--- src/rtl/assert_macros.svh ---
// Assertion macros used by the pulse rate detector RTL.
`ifndef ASSERT_MACROS_SVH
`define ASSERT_MACROS_SVH

// Check a property on every clock edge outside reset.
`define PRD_ASSERT(label, prop, msg) \
	label: assert property (@(posedge clk) disable iff (!arst_n) prop) \
	else $error(msg);

// Check that a condition leads to a consequence on the next clock edge.
`define PRD_ASSERT_NEXT(label, ante, cons, msg) \
	label: assert property (@(posedge clk) disable iff (!arst_n) (ante) |=> (cons)) \
	else $error(msg);

`endif

--- src/rtl/prd_pkg.sv ---
// Types and constants of the pulse rate detector.
package prd_pkg;

	localparam int unsigned WINDOW_DEF    = 100;
	localparam int unsigned AVG_BEATS_DEF = 10;

	localparam int unsigned SAMPLE_W  = 10;
	localparam int unsigned ELAPSED_W = 10;
	localparam int unsigned LEVEL_W   = 16;
	localparam int unsigned TIME_W    = 16;
	localparam int unsigned WEIGHT_W  = 9;
	localparam int unsigned ONE_Q6    = 64;

	localparam logic [LEVEL_W-1:0]  LEVEL_RESET    = 16'd33280;
	localparam logic [TIME_W-1:0]   TIME_MAX       = 16'hFFFF;
	localparam logic [TIME_W-1:0]   LAST_IVL_RESET = 16'd600;
	localparam logic [TIME_W-1:0]   MIN_IVL_RESET  = 16'd300;
	localparam logic [TIME_W-1:0]   MAX_IVL_RESET  = 16'd2500;
	localparam logic [TIME_W-1:0]   MS_PER_MIN     = 16'd60000;
	localparam logic [WEIGHT_W-1:0] WEIGHT_RESET   = 9'd51;
	localparam logic [WEIGHT_W-1:0] WEIGHT_ONE     = 9'd256;

	typedef enum logic [1:0] {
		REG_FILTER_WEIGHT = 2'd0,
		REG_MIN_INTERVAL  = 2'd1,
		REG_MAX_INTERVAL  = 2'd2
	} reg_idx_t;

	typedef enum logic [2:0] {
		S_IDLE,
		S_FILT,
		S_WIN,
		S_CMP,
		S_AVG,
		S_DIV,
		S_OUT
	} prd_state_t;

endpackage

--- src/rtl/prd_div.sv ---
// Unsigned restoring divider, two quotient bits per cycle.
module prd_div #(
	parameter int unsigned W = 20
) (
	input  logic         clk,
	input  logic         arst_n,
	input  logic         start,
	input  logic [W-1:0] dividend,
	input  logic [W-1:0] divisor,
	output logic         busy,
	output logic         done,
	output logic [W-1:0] quotient
);

	localparam int unsigned STEPS = (W + 1) / 2;
	localparam int unsigned DW    = 2 * STEPS;
	localparam int unsigned CNT_W = $clog2(STEPS + 1);

	logic [W-1:0]     rem_q;
	logic [DW-1:0]    quo_q;
	logic [W-1:0]     div_q;
	logic [CNT_W-1:0] cnt_q;
	logic             busy_q;
	logic             done_q;
	logic [W-1:0]     rem_nx;
	logic [DW-1:0]    quo_nx;

	// Two shift-compare-subtract steps per cycle.
	always_comb begin
		logic [W-1:0]  r;
		logic [DW-1:0] q;
		logic [W:0]    t;
		r = rem_q;
		q = quo_q;
		t = '0;
		for (int i = 0; i < 2; i++) begin
			t = {r, q[DW-1]};
			q = {q[DW-2:0], 1'b0};
			if (t >= {1'b0, div_q}) begin
				t    = t - {1'b0, div_q};
				q[0] = 1'b1;
			end
			r = t[W-1:0];
		end
		rem_nx = r;
		quo_nx = q;
	end

	always_ff @(posedge clk or negedge arst_n) begin
		if (!arst_n) begin
			busy_q <= 1'b0;
			done_q <= 1'b0;
			cnt_q  <= '0;
		end else if (start) begin
			busy_q <= 1'b1;
			done_q <= 1'b0;
			cnt_q  <= CNT_W'(STEPS);
		end else if (busy_q) begin
			cnt_q <= cnt_q - CNT_W'(1);
			if (cnt_q == CNT_W'(1)) begin
				busy_q <= 1'b0;
				done_q <= 1'b1;
			end
		end else begin
			done_q <= 1'b0;
		end
	end

	always_ff @(posedge clk) begin
		if (start) begin
			rem_q <= '0;
			quo_q <= DW'(dividend);
			div_q <= divisor;
		end else if (busy_q) begin
			rem_q <= rem_nx;
			quo_q <= quo_nx;
		end
	end

	assign busy     = busy_q;
	assign done     = done_q;
	assign quotient = quo_q[W-1:0];

endmodule

--- src/rtl/pulse_rate_detector_top.sv ---
// Pulse rate detector: filters sensor samples, detects beats and reports beats per minute.
// Sequence: an accepted sample passes S_FILT, S_WIN and S_CMP, and S_OUT loads the result;
// after a beat without timeout, S_AVG and the divider for beats per minute come before S_OUT.
// Throughput: one sample at a time; the next is taken the cycle after the result is loaded.
// Reset: arst_n asynchronously clears control and detector state; no clearing pass is needed.
`include "assert_macros.svh"

module pulse_rate_detector_top import prd_pkg::*; #(
	parameter int unsigned WINDOW    = WINDOW_DEF,
	parameter int unsigned AVG_BEATS = AVG_BEATS_DEF
) (
	input  logic        clk,
	input  logic        arst_n,
	// Sample stream
	input  logic        s_tvalid,
	output logic        s_tready,
	input  logic [23:0] s_tdata,   // sample[9:0], elapsed_ms[19:10], zero pad
	// Result stream
	output logic        m_tvalid,
	input  logic        m_tready,
	output logic [39:0] m_tdata,   // beat[0], interval_ms[16:1], bpm[32:17], timed_out[33], pad
	output logic [0:0]  m_tuser,   // bpm_valid[0]
	// Register port
	input  logic        psel,
	input  logic        penable,
	input  logic        pwrite,
	input  logic [3:0]  paddr,
	input  logic [31:0] pwdata,
	output logic [31:0] prdata,
	output logic        pready
);

	// Window index, ring index and accumulator widths follow from the parameters.
	localparam int unsigned WPOS_W = $clog2(WINDOW);
	localparam int unsigned RPOS_W = $clog2(AVG_BEATS);
	localparam int unsigned WSUM_W = LEVEL_W + $clog2(WINDOW);
	localparam int unsigned CMP_W  = WSUM_W + 1;
	localparam int unsigned ISUM_W = TIME_W + $clog2(AVG_BEATS);
	// Reciprocal of AVG_BEATS, rounded up, exact for every ISUM_W-bit sum.
	localparam int unsigned AVG_SH = ISUM_W + $clog2(AVG_BEATS);
	localparam int unsigned PROD_W = AVG_SH + ISUM_W;
	localparam logic [PROD_W-1:0] AVG_RECIP =
		PROD_W'(((64'd1 << AVG_SH) + 64'(AVG_BEATS - 1)) / 64'(AVG_BEATS));

	// Configuration registers
	logic [WEIGHT_W-1:0] weight_q;
	logic [TIME_W-1:0]   min_ivl_q;
	logic [TIME_W-1:0]   max_ivl_q;

	// Sequencer
	prd_state_t state_q, state_nx;

	// Accepted sample
	logic [SAMPLE_W-1:0]  x_q;
	logic [ELAPSED_W-1:0] dt_q;

	// Detector state
	logic [LEVEL_W-1:0]   level_q;
	logic [WSUM_W-1:0]    win_sum_q;
	logic [WPOS_W-1:0]    win_pos_q;
	logic                 win_full_q;
	logic [TIME_W-1:0]    since_q;
	logic [RPOS_W-1:0]    ring_pos_q;
	logic [ISUM_W-1:0]    isum_q;
	logic                 need_seed_q;
	logic [TIME_W-1:0]    rate_q;
	logic                 rate_ok_q;
	logic [TIME_W-1:0]    last_ivl_q;
	logic [TIME_W-1:0]    seed_q;
	logic [AVG_BEATS-1:0] ring_wr_q;
	logic                 beat_q;
	logic                 tmo_q;

	// Memories with registered read ports
	logic [LEVEL_W-1:0] win_mem [WINDOW];
	logic [LEVEL_W-1:0] win_rd_q;
	logic [TIME_W-1:0]  ring_mem [AVG_BEATS];
	logic [TIME_W-1:0]  ring_rd_q;

	// Output register
	logic               m_tvalid_q;
	logic               o_beat_q;
	logic [TIME_W-1:0]  o_ivl_q;
	logic [TIME_W-1:0]  o_bpm_q;
	logic               o_ok_q;
	logic               o_tmo_q;

	// Datapath
	logic [WEIGHT_W-1:0]  w_sat;
	logic [WEIGHT_W-1:0]  w_inv;
	logic [24:0]          filt_acc;
	logic [LEVEL_W-1:0]   level_nx;
	logic [TIME_W:0]      since_sum;
	logic [TIME_W-1:0]    since_sat;
	logic [LEVEL_W-1:0]   win_old;
	logic [WSUM_W-1:0]    win_sum_nx;
	logic [CMP_W-1:0]     lhs;
	logic [CMP_W-1:0]     rhs;
	logic                 beat_now;
	logic                 tmo_now;
	logic [TIME_W-1:0]    ring_old;
	logic [ISUM_W-1:0]    isum_nx;
	logic [AVG_BEATS-1:0] ring_hot;
	logic [PROD_W-1:0]    avg_prod;
	logic [ISUM_W-1:0]    avg_ivl;

	// Control
	logic              s_fire;
	logic              cfg_wr;
	logic              out_load;
	logic              out_stall;
	logic              div_start;
	logic [ISUM_W-1:0] div_dividend;
	logic [ISUM_W-1:0] div_divisor;
	logic              div_busy;
	logic              div_done;
	logic [ISUM_W-1:0] div_quot;

	assign s_fire = s_tvalid && s_tready;
	assign cfg_wr = psel && penable && pwrite && pready;
	assign pready = 1'b1;

	// ---------------------------------------------------------------
	// Register port: decode on the word address, ignore byte offsets.
	// ---------------------------------------------------------------
	always_ff @(posedge clk or negedge arst_n) begin
		if (!arst_n) begin
			weight_q  <= WEIGHT_RESET;
			min_ivl_q <= MIN_IVL_RESET;
			max_ivl_q <= MAX_IVL_RESET;
		end else if (cfg_wr) begin
			case (reg_idx_t'(paddr[3:2]))
				REG_FILTER_WEIGHT: weight_q  <= pwdata[WEIGHT_W-1:0];
				REG_MIN_INTERVAL:  min_ivl_q <= pwdata[TIME_W-1:0];
				REG_MAX_INTERVAL:  max_ivl_q <= pwdata[TIME_W-1:0];
				default: ;
			endcase
		end
	end

	always_comb begin
		case (reg_idx_t'(paddr[3:2]))
			REG_FILTER_WEIGHT: prdata = 32'(weight_q);
			REG_MIN_INTERVAL:  prdata = 32'(min_ivl_q);
			REG_MAX_INTERVAL:  prdata = 32'(max_ivl_q);
			default:           prdata = '0;
		endcase
	end

	// ---------------------------------------------------------------
	// Low-pass filter (Q10.6): weight above 1.0 saturates to 1.0.
	// ---------------------------------------------------------------
	assign w_sat     = (weight_q > WEIGHT_ONE) ? WEIGHT_ONE : weight_q;
	assign w_inv     = WEIGHT_ONE - w_sat;
	assign filt_acc  = (25'(w_sat) * 25'({x_q, 6'd0})) + (25'(w_inv) * 25'(level_q));
	assign level_nx  = filt_acc[23:8];

	// Time since the last beat saturates at the 16-bit maximum.
	assign since_sum = {1'b0, since_q} + (TIME_W + 1)'(dt_q);
	assign since_sat = since_sum[TIME_W] ? TIME_MAX : since_sum[TIME_W-1:0];

	// ---------------------------------------------------------------
	// Moving window: entries past the write pointer read as zero until
	// the pointer has wrapped once.
	// ---------------------------------------------------------------
	assign win_old    = win_full_q ? win_rd_q : '0;
	assign win_sum_nx = win_sum_q - WSUM_W'(win_old) + WSUM_W'(level_q);

	// Level above average plus one, compared exactly against the scaled sum.
	assign lhs      = CMP_W'(level_q) * CMP_W'(WINDOW);
	assign rhs      = CMP_W'(win_sum_q) + CMP_W'(ONE_Q6 * WINDOW);
	assign beat_now = (lhs > rhs) && (since_q > min_ivl_q);
	assign tmo_now  = since_q > max_ivl_q;

	// ---------------------------------------------------------------
	// Interval ring: a seed value stands in for every entry not yet
	// written since the last restart, so seeding takes no sweep.
	// ---------------------------------------------------------------
	assign ring_hot = AVG_BEATS'(1) << ring_pos_q;
	assign ring_old = ring_wr_q[ring_pos_q] ? ring_rd_q : seed_q;
	assign isum_nx  = need_seed_q ? (ISUM_W'(since_q) * ISUM_W'(AVG_BEATS))
	                              : (isum_q - ISUM_W'(ring_old) + ISUM_W'(since_q));

	// Average interval: multiply the ring sum by the scaled reciprocal.
	assign avg_prod = PROD_W'(isum_q) * AVG_RECIP;
	assign avg_ivl  = avg_prod[AVG_SH +: ISUM_W];

	always_ff @(posedge clk) begin
		win_rd_q <= win_mem[win_pos_q];
		if (state_q == S_WIN) begin
			win_mem[win_pos_q] <= level_q;
		end
	end

	always_ff @(posedge clk) begin
		ring_rd_q <= ring_mem[ring_pos_q];
		if (state_q == S_CMP && beat_now) begin
			ring_mem[ring_pos_q] <= since_q;
		end
	end

	// ---------------------------------------------------------------
	// Sequencer: next state
	// ---------------------------------------------------------------
	always_comb begin
		state_nx = state_q;
		case (state_q)
			S_IDLE: if (s_tvalid) begin
				state_nx = S_FILT;
			end
			S_FILT: state_nx = S_WIN;
			S_WIN:  state_nx = S_CMP;
			S_CMP:  state_nx = (beat_now && !tmo_now) ? S_AVG : S_OUT;
			S_AVG:  state_nx = S_DIV;
			S_DIV:  if (div_done) begin
				state_nx = S_OUT;
			end
			S_OUT:  if (!m_tvalid_q || m_tready) begin
				state_nx = S_IDLE;
			end
			default: state_nx = S_IDLE;
		endcase
	end

	// Sequencer: outputs. The average interval comes from the updated ring
	// sum; the divider turns it into beats per minute.
	always_comb begin
		s_tready     = 1'b0;
		out_load     = 1'b0;
		div_start    = 1'b0;
		div_dividend = '0;
		div_divisor  = '0;
		case (state_q)
			S_IDLE: s_tready = 1'b1;
			S_AVG: begin
				div_start    = 1'b1;
				div_dividend = ISUM_W'(MS_PER_MIN);
				div_divisor  = (avg_ivl == '0) ? ISUM_W'(1) : avg_ivl;
			end
			S_OUT: out_load = !m_tvalid_q || m_tready;
			default: ;
		endcase
	end

	always_ff @(posedge clk or negedge arst_n) begin
		if (!arst_n) begin
			state_q <= S_IDLE;
		end else begin
			state_q <= state_nx;
		end
	end

	// ---------------------------------------------------------------
	// Detector state update
	// ---------------------------------------------------------------
	always_ff @(posedge clk) begin
		if (s_fire) begin
			x_q  <= s_tdata[SAMPLE_W-1:0];
			dt_q <= s_tdata[SAMPLE_W +: ELAPSED_W];
		end
	end

	always_ff @(posedge clk or negedge arst_n) begin
		if (!arst_n) begin
			level_q     <= LEVEL_RESET;
			win_sum_q   <= '0;
			win_pos_q   <= '0;
			win_full_q  <= 1'b0;
			since_q     <= '0;
			ring_pos_q  <= '0;
			isum_q      <= '0;
			need_seed_q <= 1'b1;
			rate_q      <= '0;
			rate_ok_q   <= 1'b0;
			last_ivl_q  <= LAST_IVL_RESET;
			seed_q      <= '0;
			ring_wr_q   <= '0;
			beat_q      <= 1'b0;
			tmo_q       <= 1'b0;
		end else begin
			case (state_q)
				S_FILT: begin
					level_q <= level_nx;
					since_q <= since_sat;
				end
				S_WIN: begin
					win_sum_q <= win_sum_nx;
					if (win_pos_q == WPOS_W'(WINDOW - 1)) begin
						win_pos_q  <= '0;
						win_full_q <= 1'b1;
					end else begin
						win_pos_q <= win_pos_q + WPOS_W'(1);
					end
				end
				S_CMP: begin
					beat_q <= beat_now;
					tmo_q  <= tmo_now;
					if (beat_now) begin
						last_ivl_q  <= since_q;
						since_q     <= '0;
						isum_q      <= isum_nx;
						need_seed_q <= 1'b0;
						ring_pos_q  <= (ring_pos_q == RPOS_W'(AVG_BEATS - 1)) ? '0
						               : ring_pos_q + RPOS_W'(1);
						if (need_seed_q) begin
							seed_q    <= since_q;
							ring_wr_q <= ring_hot;
						end else begin
							ring_wr_q <= ring_wr_q | ring_hot;
						end
					end
					// Restart after the beat so it overrides the beat's interval updates.
					if (tmo_now) begin
						since_q     <= '0;
						isum_q      <= '0;
						need_seed_q <= 1'b1;
						rate_q      <= '0;
						rate_ok_q   <= 1'b0;
					end
				end
				S_DIV: if (div_done) begin
					rate_q    <= div_quot[TIME_W-1:0];
					rate_ok_q <= 1'b1;
				end
				default: ;
			endcase
		end
	end

	prd_div #(
		.W (ISUM_W)
	) u_div (
		.clk      (clk),
		.arst_n   (arst_n),
		.start    (div_start),
		.dividend (div_dividend),
		.divisor  (div_divisor),
		.busy     (div_busy),
		.done     (div_done),
		.quotient (div_quot)
	);

	// ---------------------------------------------------------------
	// Output register: holds a result while the next sample is taken.
	// ---------------------------------------------------------------
	always_ff @(posedge clk or negedge arst_n) begin
		if (!arst_n) begin
			m_tvalid_q <= 1'b0;
		end else if (out_load) begin
			m_tvalid_q <= 1'b1;
		end else if (m_tready) begin
			m_tvalid_q <= 1'b0;
		end
	end

	always_ff @(posedge clk) begin
		if (out_load) begin
			o_beat_q <= beat_q;
			o_ivl_q  <= last_ivl_q;
			o_bpm_q  <= rate_q;
			o_ok_q   <= rate_ok_q;
			o_tmo_q  <= tmo_q;
		end
	end

	assign m_tvalid   = m_tvalid_q;
	assign m_tdata    = {6'd0, o_tmo_q, o_bpm_q, o_ivl_q, o_beat_q};
	assign m_tuser[0] = o_ok_q;

	// ---------------------------------------------------------------
	// Assertions
	// ---------------------------------------------------------------
	assign out_stall = (state_q == S_OUT) && !out_load;

	`PRD_ASSERT(a_rate_cleared, !rate_ok_q |-> (rate_q == '0), "rate nonzero while not valid")
	`PRD_ASSERT(a_seed_sum, need_seed_q |-> (isum_q == '0), "interval sum kept across restart")
	`PRD_ASSERT(a_div_idle, div_start |-> !div_busy, "divider restarted while busy")
	`PRD_ASSERT(a_win_pos, win_pos_q <= WPOS_W'(WINDOW - 1), "window pointer out of range")
	`PRD_ASSERT(a_ring_pos, ring_pos_q <= RPOS_W'(AVG_BEATS - 1), "ring pointer out of range")
	`PRD_ASSERT_NEXT(a_out_stall, out_stall, (state_q == S_OUT) && m_tvalid_q, "result dropped")

endmodule
--- config.mk ---
export PLATFORM = sky130hd
export DESIGN_NAME = pulse_rate_detector_top
export DESIGN_NICKNAME = d
export VERILOG_FILES = /design/src/rtl/prd_pkg.sv /design/src/rtl/prd_div.sv /design/src/rtl/pulse_rate_detector_top.sv
export VERILOG_INCLUDE_DIRS = /design/src /design/src/rtl
export SDC_FILE = /design/constraint.sdc
export NUM_CORES = 2
export LEC_CHECK = 0
export BUFFER_PORTS_ARGS = -buffer_cell sky130_fd_sc_hd__buf_2
export CORE_MARGIN = 2
export CORE_UTILIZATION = 45
export CTS_CLUSTER_DIAMETER = 80
export DETAILED_ROUTE_END_ITERATION = 7
export PLACE_DENSITY = 0.59
export SLEW_MARGIN = 20
export SYNTH_ARGS = -nofsm -noshare
export SYNTH_HDL_FRONTEND = slang
export SYNTH_SLANG_ARGS = --single-unit
--- constraint.sdc ---
create_clock -name clk -period 10.4 [get_ports clk]
set_input_delay 1.04 -clock clk [delete_from_list [all_inputs] [get_ports clk]]
set_output_delay 1.04 -clock clk [all_outputs]
set_load 0.005 [all_outputs]
==> results.sh <==
export IMPL_status="finished, final reports clean"
export IMPL_floorplan_initialDensity_pct=45.3
export IMPL_io_buffer_count=97
export IMPL_layout_drive_gt1_share_pct=10.5
export IMPL_cts_tree="built"
export IMPL_tns_ns=0
export IMPL_hp_class="primary input to async pin"
export IMPL_grt_setup_unrepaired="no"
export IMPL_fmax_mhz=124
export IMPL_syn_inst=7345
export IMPL_crit_path_start_kind="flip-flop"
export IMPL_seq_area_frac_synth_pct=61.1
export IMPL_dr_pass1_iters=7
export IMPL_die_area_um2=228000
export IMPL_vias=62400
export IMPL_grt_ovfl_total=0
export IMPL_slew_headroom_pct=16.2
export IMPL_h_tree_depth=4
export IMPL_synth_cell_types=81
export IMPL_clock_latency_ns=0.88
export IMPL_clock_root_buffer="clkbuf_16"
export IMPL_grt_pass1_wl_um=408000
export IMPL_end_kind="flip-flop"
export IMPL_synthFlopType="edfxtp_1"
export IMPL_crit_slowest_cell="dfrtp_1"
export IMPL_drc=0
export IMPL_grt_max_degree=117
export IMPL_period_minus_slack_ns=8.10
export IMPL_setup_viol_count_final=0
export IMPL_worstPathRequired_ns=11.10
export IMPL_wl_um=272000
export IMPL_r2r_cells=25
export IMPL_avgRoutedWirePerCell_um=25.4
export IMPL_core_um2=223000
export IMPL_avgViaCountPerCell=5.84
export IMPL_area_growth_synth_to_final_pct=11.5
export IMPL_post_cts_buffers=0
export IMPL_yosys_area_top_type="edfxtp_1"
export IMPL_place_congestion=0.868
export IMPL_post_cts_resized=0
export IMPL_fin_nets=8459
export IMPL_async_reset_ff_share_pct=9.51
export IMPL_r2r_start="weight_q[8]"
export IMPL_antenna_found_initial=9
export IMPL_hold_viol=0
export IMPL_clkSinkCount=2104
export IMPL_drv_cap=0
export IMPL_post_route_period_util_pct=77.9
export IMPL_crit_type="flip-flop to flip-flop"
export IMPL_regToRegSetupSlack_ns=2.30
export IMPL_clk_pin_slew_ns=0.06
export IMPL_avgSynthCellArea_um2=13.7
export IMPL_syn_area_um2=101000
export IMPL_rows=173
export IMPL_fp_dieH_um=478
export IMPL_grt_pass1_vias=63300
export IMPL_place_hpwl_um=169000
export IMPL_gr_usage_all_layers_pct=23.7
export IMPL_final_cell_mix="edfxtp_1 (1852), inv_1 (736), ha_1 (509)"
export IMPL_cts_buffers_inserted=213
export IMPL_yosys_warnings=0
export IMPL_synth_edf_count=1852
export IMPL_tightestPinTransition_ns=1.25
export IMPL_fp_dieW_um=478
export IMPL_cp_max_fo=22
export IMPL_io_pins=143
export IMPL_cpPeakStageDelay_ns=0.86
export IMPL_synth_top_area_share_pct=55.1
export IMPL_hold_buffers=0
export IMPL_cp_common_cell="fa_1"
export IMPL_cts_path_max_buffers=3
export IMPL_ys_ff_latch=2104
export IMPL_final_common_cell="edfxtp_1"
export IMPL_drt_initial_drc_count=5668
export IMPL_reg2reg_to="level_q[15]"
export IMPL_synth_area_leaders="edfxtp_1 (55%), fa_1 (7.1%), ha_1 (6.3%)"
export IMPL_clock_skew_ns=0.106
export IMPL_maxSlewViolCount=0
export IMPL_arrival_ns=8.79
export IMPL_final_antenna_net_count=0
[cells by family after synthesis]
logic type	after synthesis	share of synthesized area (%)
buffers and inverters	1110	4.27
AND/OR/NAND/NOR	1270	6.13
flip-flops	2104	61.1
AO/OA/AOI/OAI	1698	11.7
XOR/XNOR	163	1.41
other	2	0.00744
adder cells (fa/ha/maj)	865	13.4
multiplexers	133	2.03
[final cells by class]
cell class / count / area (µm²)
clock inverter: 116 / 1190
inverter: 737 / 2770
timing repair buffer: 319 / 2230
clock buffer: 283 / 5730
antenna: 6 / 15.0
multi-input combinational: 4152 / 35200
fill: 18700 / 110000
sequential: 2104 / 61800
tap: 2975 / 3720
[metal layers]
| metal | wire [µm] | GRT usage (%) | vias to the layer above |
|---|---|---|---|
| met5 | 252 | 0 | - |
| met4 | 9310 | 7.92 | 8 |
| met3 | 18200 | 3.43 | 423 |
| met2 | 131000 | 39.5 | 2312 |
| met1 | 113000 | 31.8 | 31900 |
| li1 | - | - | 27700 |
[synthesized netlist by cell type, types with 115 or more instances]
cell	number
edfxtp_1	1852
inv_1	736
ha_1	509
a22oi_1	502
nand2_1	394
fa_1	356
nor2_1	279
o21ai_0	278
clkbuf_1	277
a21oi_1	234
and2_1	183
dfrtp_1	180
a22o_1	148
a221oi_1	139
xnor2_1	116
nand4_1	115
[metrics by stage]
stage | instances | utilization [%] | hold WS [ns] | worst slack (ns) | area, µm²
after floorplan | 7366 | - | 0.425 | 1.91 | 101000
final | 10700 | 50.6 | 0.225 | 2.30 | 113000
after CTS | 10700 | 50.6 | 0.204 | 2.29 | 113000
after detailed placement | 10300 | 47.4 | 0.429 | 2.43 | 106000
after global placement | 10300 | 47.4 | 0.431 | 2.55 | 106000
after global routing | 10700 | 50.6 | 0.252 | 1.72 | 113000
[worst max path at each step]
stage                start         endpoint  slack [ns]  cells after the start
3_5_place_dp   weight_q[8]      level_q[15]        2.43                     25
5_1_grt         level_q[1]  ring_mem[4][10]        1.72                     27
6_report       weight_q[8]      level_q[15]        2.30                     25
3_3_place_gp   weight_q[8]      level_q[15]        2.55                     24
2_1_floorplan   level_q[3]   ring_mem[1][0]        1.91                     27
4_1_cts        weight_q[8]      level_q[15]        2.29                     25
[critical path, delay by kind of cell (launching register included)]
kind / cells / cell delay [ns]
DFF: 1 / 0.86
buffers and inverters: 2 / 0.29
AOI/OAI and AO/OA: 8 / 2.19
xor gates and xnor gates: 1 / 0.18
and+or+nand+nor: 6 / 1.32
muxes: 1 / 0.22
adders and majority gates: 7 / 2.84
[registers in the layout, indices dropped and copies added, names as in the netlist, 17 cells and up]
name            flops
win_sum_q          23
ring_mem          160
u_div.rem_q        20
u_div.div_q        17
win_mem          1600
isum_q             20
u_div.quotient     20
Power is left out: the tool's default activity adds up to more than one toggle a clock period on the data nets, which glitch-free logic cannot reach.
